$ cat config.mk
export PLATFORM = sky130hd
export DESIGN_NAME = four_level_priority_ring_queue
export DESIGN_NICKNAME = d
export VERILOG_FILES = /design/src/rtl/prq_pkg.sv /design/src/rtl/prq_sched.sv /design/src/rtl/four_level_priority_ring_queue.sv
export SDC_FILE = /design/constraint.sdc
export NUM_CORES = 1
export LEC_CHECK = 0
export BUFFER_PORTS_ARGS = -buffer_cell sky130_fd_sc_hd__buf_2
export CELL_PAD_IN_SITES_DETAIL_PLACEMENT = 0
export CELL_PAD_IN_SITES_GLOBAL_PLACEMENT = 1
export CORE_MARGIN = 3
export CORE_UTILIZATION = 45
export DETAILED_ROUTE_END_ITERATION = 10
export PLACE_DENSITY_LB_ADDON = 0.2
export RECOVER_POWER = 50
export SKIP_CTS_REPAIR_TIMING = 1
export SYNTH_ARGS = -nofsm -noshare
export SYNTH_HDL_FRONTEND = slang
export SYNTH_SLANG_ARGS = --single-unit
$ cat constraint.sdc
create_clock -name i_clk -period 7 [get_ports i_clk]
set_clock_uncertainty 0.05 [all_clocks]
set_input_delay 1.05 -clock i_clk [delete_from_list [all_inputs] [get_ports i_clk]]
set_output_delay 1.05 -clock i_clk [all_outputs]
set_load 0.005 [all_outputs]
$ cat src/rtl/prq_pkg.sv
// ----------------------------------------------------------------------------
// prq_pkg
// Shared sizes, types and helpers for the four-level priority ring queue.
// ----------------------------------------------------------------------------
package prq_pkg;

    localparam int QUEUE_DEPTH = 8;
    localparam int CODE_BITS   = 8;
    localparam int LEVEL_COUNT = 4;
    localparam int LEVEL_W     = 2;
    localparam int PTR_W       = (QUEUE_DEPTH > 1) ? $clog2(QUEUE_DEPTH) : 1;
    localparam int SLOT_COUNT  = LEVEL_COUNT * QUEUE_DEPTH;
    localparam int ADDR_W      = $clog2(SLOT_COUNT);

    typedef logic [PTR_W-1:0]     t_ptr;
    typedef logic [CODE_BITS-1:0] t_code;
    typedef logic [LEVEL_W-1:0]   t_level;
    typedef logic [ADDR_W-1:0]    t_addr;

    localparam logic ACT_PUSH = 1'b0;
    localparam logic ACT_POP  = 1'b1;

    typedef struct packed {
        logic   write;
        logic   hit;
        t_level lvl;
        t_addr  addr;
        logic   dropped;
    } t_sched;

    function automatic t_ptr next_ptr(t_ptr p);
        return (p == t_ptr'(QUEUE_DEPTH - 1)) ? '0 : p + t_ptr'(1);
    endfunction

    function automatic t_addr slot_addr(t_level l, t_ptr p);
        return t_addr'(l) * t_addr'(QUEUE_DEPTH) + t_addr'(p);
    endfunction

endpackage

$ cat src/rtl/prq_sched.sv
// ----------------------------------------------------------------------------
// prq_sched
// Per-level read/write pointers, strict priority pick and store address.
// ----------------------------------------------------------------------------
module prq_sched import prq_pkg::*; (
    input  logic   i_clk,
    input  logic   i_rst_n,
    input  logic   i_advance,
    input  logic   i_action,
    input  t_level i_level,
    output t_sched o_sched
);

    t_ptr r_rd [LEVEL_COUNT];
    t_ptr r_wr [LEVEL_COUNT];
    t_ptr n_rd [LEVEL_COUNT];
    t_ptr n_wr [LEVEL_COUNT];

    logic   w_push;
    logic   w_hit;
    t_level w_pop_lvl;
    logic   w_drop;
    t_ptr   w_wr_next;

    always_comb begin
        w_push    = (i_action == ACT_PUSH);
        w_hit     = 1'b0;
        w_pop_lvl = '0;
        for (int l = LEVEL_COUNT - 1; l >= 0; l--) begin
            if (r_rd[l] != r_wr[l]) begin
                w_hit     = 1'b1;
                w_pop_lvl = LEVEL_W'(l);
            end
        end
        w_wr_next = next_ptr(r_wr[i_level]);
        w_drop    = (r_rd[i_level] == w_wr_next);
    end

    always_comb begin
        for (int l = 0; l < LEVEL_COUNT; l++) begin
            n_wr[l] = r_wr[l];
            n_rd[l] = r_rd[l];
            if (w_push) begin
                if (i_level == LEVEL_W'(l)) begin
                    n_wr[l] = w_wr_next;
                    if (w_drop) begin
                        n_rd[l] = next_ptr(r_rd[l]);
                    end
                end
            end else if (w_hit && (w_pop_lvl == LEVEL_W'(l))) begin
                n_rd[l] = next_ptr(r_rd[l]);
            end
        end
    end

    always_comb begin
        o_sched.write   = w_push;
        o_sched.hit     = !w_push && w_hit;
        o_sched.lvl     = w_push ? '0 : w_pop_lvl;
        o_sched.addr    = w_push ? slot_addr(i_level, r_wr[i_level])
                                 : slot_addr(w_pop_lvl, r_rd[w_pop_lvl]);
        o_sched.dropped = w_push && w_drop;
    end

    always_ff @(posedge i_clk) begin
        if (!i_rst_n) begin
            for (int l = 0; l < LEVEL_COUNT; l++) begin
                r_rd[l] <= '0;
                r_wr[l] <= '0;
            end
        end else if (i_advance) begin
            for (int l = 0; l < LEVEL_COUNT; l++) begin
                r_rd[l] <= n_rd[l];
                r_wr[l] <= n_wr[l];
            end
        end
    end

endmodule

$ cat src/rtl/four_level_priority_ring_queue.sv
// ----------------------------------------------------------------------------
// four_level_priority_ring_queue
// Four overwrite-oldest ring queues served in strict priority order.
// ----------------------------------------------------------------------------
// Each item is a push (store entry_code at the tail of the given level; when
// that level is full the oldest entry is discarded and dropped_oldest is set)
// or a pop (take the oldest entry of the lowest-numbered non-empty level, or
// return idle_code with popped_valid low when all levels are empty). Every
// item yields exactly one result. The result is registered: the item passes
// through an input register and then a result register. One item is accepted
// per cycle while the result is not stalled, as the single-port entry store
// does one write or one registered read per item. A stalled result holds the
// input register, which then stalls the input. Each level holds
// QUEUE_DEPTH-1 entries. Write idle_code only while no item is in flight.
module four_level_priority_ring_queue import prq_pkg::*; (
    input  logic       i_clk,
    input  logic       i_rst_n,
    input  logic       i_in_valid,
    output logic       o_in_stall,
    input  logic       i_action,
    input  logic [1:0] i_level,
    input  logic [7:0] i_entry_code,
    input  logic       i_cfg_we,
    input  logic [7:0] i_cfg_data,
    output logic       o_out_valid,
    input  logic       i_out_stall,
    output logic [7:0] o_popped_code,
    output logic       o_popped_valid,
    output logic [1:0] o_popped_level,
    output logic       o_dropped_oldest
);

    logic [7:0] r_idle_code;

    logic       r_in_valid;
    logic       r_action;
    t_level     r_level;
    logic [7:0] r_entry;

    logic       r_out_valid;
    logic       r_pop_valid;
    t_level     r_pop_level;
    logic       r_dropped;
    logic [7:0] r_alt_code;
    t_code      r_mem_q;

    t_code      r_store [SLOT_COUNT];

    logic       w_advance;
    logic       w_accept;
    t_sched     w_sched;

    assign w_advance  = r_in_valid && (!r_out_valid || !i_out_stall);
    assign o_in_stall = r_in_valid && !w_advance;
    assign w_accept   = i_in_valid && !o_in_stall;

    prq_sched u_sched (
        .i_clk     (i_clk),
        .i_rst_n   (i_rst_n),
        .i_advance (w_advance),
        .i_action  (r_action),
        .i_level   (r_level),
        .o_sched   (w_sched)
    );

    always_ff @(posedge i_clk) begin
        if (!i_rst_n) begin
            r_idle_code <= '0;
        end else if (i_cfg_we) begin
            r_idle_code <= i_cfg_data;
        end
    end

    always_ff @(posedge i_clk) begin
        if (!i_rst_n) begin
            r_in_valid <= 1'b0;
        end else if (w_accept) begin
            r_in_valid <= 1'b1;
        end else if (w_advance) begin
            r_in_valid <= 1'b0;
        end
    end

    always_ff @(posedge i_clk) begin
        if (w_accept) begin
            r_action <= i_action;
            r_level  <= i_level;
            r_entry  <= i_entry_code;
        end
    end

    // entry store: one write or one read per item
    always_ff @(posedge i_clk) begin
        if (w_advance) begin
            if (w_sched.write) begin
                r_store[w_sched.addr] <= t_code'(r_entry);
            end else begin
                r_mem_q <= r_store[w_sched.addr];
            end
        end
    end

    always_ff @(posedge i_clk) begin
        if (!i_rst_n) begin
            r_out_valid <= 1'b0;
        end else if (w_advance) begin
            r_out_valid <= 1'b1;
        end else if (!i_out_stall) begin
            r_out_valid <= 1'b0;
        end
    end

    always_ff @(posedge i_clk) begin
        if (w_advance) begin
            r_pop_valid <= w_sched.hit;
            r_pop_level <= w_sched.lvl;
            r_dropped   <= w_sched.dropped;
            r_alt_code  <= w_sched.write ? 8'd0 : r_idle_code;
        end
    end

    assign o_out_valid      = r_out_valid;
    assign o_popped_code    = r_pop_valid ? 8'(r_mem_q) : r_alt_code;
    assign o_popped_valid   = r_pop_valid;
    assign o_popped_level   = r_pop_level;
    assign o_dropped_oldest = r_dropped;

endmodule
==> results <==
- The average instance in the mapped netlist occupies 16.7 µm².
- The launching element of the worst setup path is u_sched.r_rd[2][0]$_SDFFCE_PP0P_.
- The kind of end point of the critical path is a flip-flop.
- The CTS tree is yes.
- IR analysis of the VDD net gives a maximum drop of 0.000176 V.
- From left edge to right edge, the die measures 179 µm.
- The starting density of the core is 0.462.
- Traced cell by cell, the critical path runs through xor2_1 -> nor3_1 -> a31oi_1 -> o32a_1 -> a31oi_4 -> buf_12 -> mux4_2 -> a22o_1 -> nor3_1 -> o211ai_1.
- CTS built an H-tree with a depth of 2.
- The sum of net half-perimeters after detailed placement is 20.7 mm.
- The total setup violations reported at the end of the flow is 0.
- In this run the power spent charging and discharging nets is 1.05 mW.
- The via count of the first global-routing pass came to 7487.
- The placement row count is 62.
- The clock passes through at most 3 buffers.
- The clock input transition at the sequential cells of the worst setup and hold paths is 0.06 ns.
- Routability-driven placement finished with a final weighted congestion of 0.873.
- In this run the worst path has a maximum fanout of 108.
- Setup repair after global routing left no endpoint under its margin.
- The area growth from synthesis to layout is 11.3%.
- The number of antenna cells inserted is 0.
- Max-cap violations in this run came to 6.
- The final number of max-transition violations came to 198.
- Counting flops with an async set or reset pin after synthesis yields a share of 0.
- The run finished, with violations left.
- For the worst setup path, the data required time is 7.18 ns.
- The count of routing violations after the opening detailed-route iteration is 710.
- The critical path's most frequent cell is sky130_fd_sc_hd__nor3_1.
- In the final layout, the share of cells above drive strength 1 is 0.145.
- In the global route stage, overall resource usage came out at 0.201.
- The final reports fail on max-capacitance violations, max-slew violations.
- The number of nets in the synthesized netlist is 838.
- The sequential fraction of the synthesis area is 0.714.
- The top-level port count is 38.
- The number of distinct library cells after synthesis is 63.
- The number of antenna violations at the first check in global routing is 0.
- The vertical die dimension is 179 µm.
- Summed over all layers, the routed wires come to 31.7 mm.
- The critical-path cell with the highest stage delay is sky130_fd_sc_hd__mux4_2.
- After detailed routing, the number of vias per cell comes to 5.87.
- After technology mapping, the gate count stands at 804.
- Static timing analysis puts the maximum clock frequency at 226 MHz.
- In this run the static leakage power is 5.11 nW.
- The Yosys step of the flow raised 0 warnings.
- The classification of the worst-slack hold path is reg2reg.
- The type of element launching the critical path is a flip-flop.
- The share of total power dissipated in the clock network is 0.391.
- The number of routed nets with antenna violations is 0.
- Counting both buffers and inverters, the worst setup path holds a total of 1.
- The start of the worst register-to-register path is u_sched.r_rd[2][0]$_SDFFCE_PP0P_.
- Of the total power, registers draw 0.504.
- The count of buffers added on input and output ports is 37.
- The synthesized netlist occupies a cell area of 13400 µm².
- The pin count of the biggest net entering global routing is 109.
- The ratio of total power to cell area is 292 nW/µm².
- The TritonCTS sink count is 323.
- The delay of the slowest cell on the worst path is 0.61 ns.
- For the pin with the worst max-slew slack, the measured transition is 1.86 ns.
- The critical path is of the reg2reg type.
- In this run the tightest slew margin relative to its limit is -0.243.
- The number of synthesized flops with an enable pin is 311.
- The total CTS buffers is 35.
- The clock reaches the later pin of the worst-skew pair after 0.51 ns.
- Final hold analysis gives a worst-case slack of 0.458 ns.
- The data arrival time of the critical path is 4.60 ns.
- The total area inside the core boundary comes to 29000 µm².
- The most used flip-flop cell after synthesis is sky130_fd_sc_hd__edfxtp_1.
- The switching fraction of total power is 0.240.
- The root buffer cell is sky130_fd_sc_hd__clkbuf_16.
- Dividing the detail-routed wire length by the instance count gives 25.1 µm.
- The floorplan step defined a die boundary enclosing 31900 µm².
- The first global-routing pass estimated 47.5 mm of wire.
- The accumulated negative setup slack is 0 ns.
- Cell internal power was estimated by the tool at 3.31 mW.
- Dividing the final minimum period by the clock period gives 0.631.
- The number of flip-flops and latches in the synthesized netlist is 323.
- The relative contribution of combinational cells to total power is 0.105.
- The first detailed-routing pass took 5 iterations.
- After detailed routing, the number of remaining DRC violations is 0.
- The startpoint identified for the worst hold timing path is r_idle_code[1]$_SDFFE_PN0P_.
- For this block, the via count after detailed routing is 7399.
- The routed design could run at a clock period as short as 4.42 ns.
- The layout filler cell count is 2448.
- On the critical path the largest part of the delay comes from simple AND/OR/NAND/NOR gates.
- The final-report hold violation count is 0.
- The number of nets in the layout is 883.
- For this run the aggregate overflow at the end of global routing stands at 0.
[synth_stat cells (all sizes together) (7+ instances only)]
| cell | instances | area share |
|---|---|---|
| and2 | 16 | 0.0075 |
| o22ai | 17 | 0.0079 |
| a211oi | 12 | 0.0067 |
| xnor2 | 9 | 0.0059 |
| o211ai | 10 | 0.0056 |
| nor4 | 13 | 0.0065 |
| mux4 | 19 | 0.032 |
| a21oi | 11 | 0.0041 |
| nand3 | 10 | 0.0045 |
| nor2b | 11 | 0.0051 |
| edfxtp | 311 | 0.70 |
| a32o | 7 | 0.0052 |
| o32ai | 10 | 0.0065 |
| nor3b | 8 | 0.0045 |
| buf | 25 | 0.017 |
| nand2 | 16 | 0.0045 |
| ha | 10 | 0.0093 |
| dfxtp | 12 | 0.018 |
| nor2 | 60 | 0.018 |
| mux2i | 92 | 0.069 |
| nor3 | 18 | 0.0075 |
| and3 | 8 | 0.0037 |
| mux2 | 18 | 0.015 |
| clkbuf | 13 | 0.0036 |
[layout by cell type, fill, tap and decap left out, types with 9 or more instances in the layout]
| cell | count |
|---|---|
| sky130_fd_sc_hd__dfxtp_1 | 12 |
| sky130_fd_sc_hd__clkbuf_1 | 19 |
| sky130_fd_sc_hd__nor2b_1 | 11 |
| sky130_fd_sc_hd__clkbuf_16 | 36 |
| sky130_fd_sc_hd__clkinv_2 | 9 |
| sky130_fd_sc_hd__clkinv_1 | 10 |
| sky130_fd_sc_hd__xnor2_1 | 9 |
| sky130_fd_sc_hd__nor4_1 | 12 |
| sky130_fd_sc_hd__a211oi_1 | 12 |
| sky130_fd_sc_hd__and2_1 | 13 |
| sky130_fd_sc_hd__o211ai_1 | 10 |
| sky130_fd_sc_hd__ha_1 | 10 |
| sky130_fd_sc_hd__edfxtp_1 | 311 |
| sky130_fd_sc_hd__nor2_1 | 58 |
| sky130_fd_sc_hd__mux4_2 | 19 |
| sky130_fd_sc_hd__buf_2 | 30 |
| sky130_fd_sc_hd__nand2_1 | 16 |
| sky130_fd_sc_hd__a21oi_1 | 11 |
| sky130_fd_sc_hd__o22ai_1 | 17 |
| sky130_fd_sc_hd__mux2i_1 | 92 |
| sky130_fd_sc_hd__nor3_1 | 17 |
| sky130_fd_sc_hd__o32ai_1 | 10 |
| sky130_fd_sc_hd__mux2_2 | 12 |
[layout make-up]
class,instances,area [µm²],share of cell area
Sequential cell,323,9580,0.641
Multi-Input combinational cell,436,3550,0.238
Clock buffer,42,923,0.0618
Tap cell,384,480,0.0322
Timing Repair Buffer,46,234,0.0157
Clock inverter,22,143,0.00955
Inverter,7,26.3,0.00176
[routing by layer]
layer	part of all wire	GRT usage	wire length [µm]
met4	0.029	0.0646	920
met5	0	0	0
met1	0.43	0.278	13600
met3	0.072	0.0434	2270
met2	0.47	0.320	14900
[registers in the layout, summed over array words and instances, names as in the netlist, named ones only]
register and count:
r_level 2, r_idle_code 8, r_entry 8, o_popped_valid 1
o_dropped_oldest 1, o_out_valid 1, r_in_valid 1, u_sched.r_rd 12
r_action 1, r_store 256, r_mem_q 8, o_popped_level 2
u_sched.r_wr 12, r_alt_code 8
[power by group through the flow]
| stage | clock (mW) | combinational [mW] | sequential, mW |
|---|---|---|---|
| 2_1_floorplan | 0 | 0.338 | 2.23 |
| 3_3_place_gp | 0 | 0.452 | 2.24 |
| 3_5_place_dp | 0 | 0.459 | 2.24 |
| 4_1_cts | 1.75 | 0.461 | 2.20 |
| 5_1_grt | 1.82 | 0.492 | 2.20 |
| 6_report | 1.71 | 0.458 | 2.20 |
[worst paths after layout]
kind                                                     to  slack (ns)  cells after the start
worst max-delay path                   r_mem_q[5]$_DFFE_PP_        2.58                     10
worst min-delay path            r_idle_code[1]$_SDFFE_PN0P_        0.46                      2
worst max register to register         r_mem_q[5]$_DFFE_PP_        2.58                     10
worst min register to register  r_idle_code[1]$_SDFFE_PN0P_        0.46                      2
[per-stage QoR]
step / utilization / total power, mW / cell area [µm²] / cells / setup WS, ns
2_1_floorplan: - / 2.56 / 13400 / 804 / 3.75
3_3_place_gp: 0.479 / 2.69 / 13900 / 1196 / 2.68
3_5_place_dp: 0.479 / 2.69 / 13900 / 1196 / 2.75
4_1_cts: 0.516 / 4.40 / 15000 / 1260 / 2.74
5_1_grt: 0.515 / 4.52 / 14900 / 1260 / 2.29
6_report: 0.515 / 4.36 / 14900 / 1260 / 2.58
[cell families (layout without fill, tap and decap cells)]
group           count (synthesis)  after routing  share of synthesized area
compound gates                103            103                     0.0578
xor+xnor                       15             15                    0.00979
fa+ha+maj                      10             10                    0.00933
buf+inv                        45            117                     0.0224
flops                         323            323                      0.714
mux                           129            129                      0.116
simple gates                  179            179                     0.0711
[tightest hold or removal path: stages (launching register included)]
cell                      delay (ns)
sky130_fd_sc_hd__dfxtp_1        0.32
sky130_fd_sc_hd__mux2i_1        0.06
sky130_fd_sc_hd__nor2b_1        0.09
(Power assumes the default switching activity.)
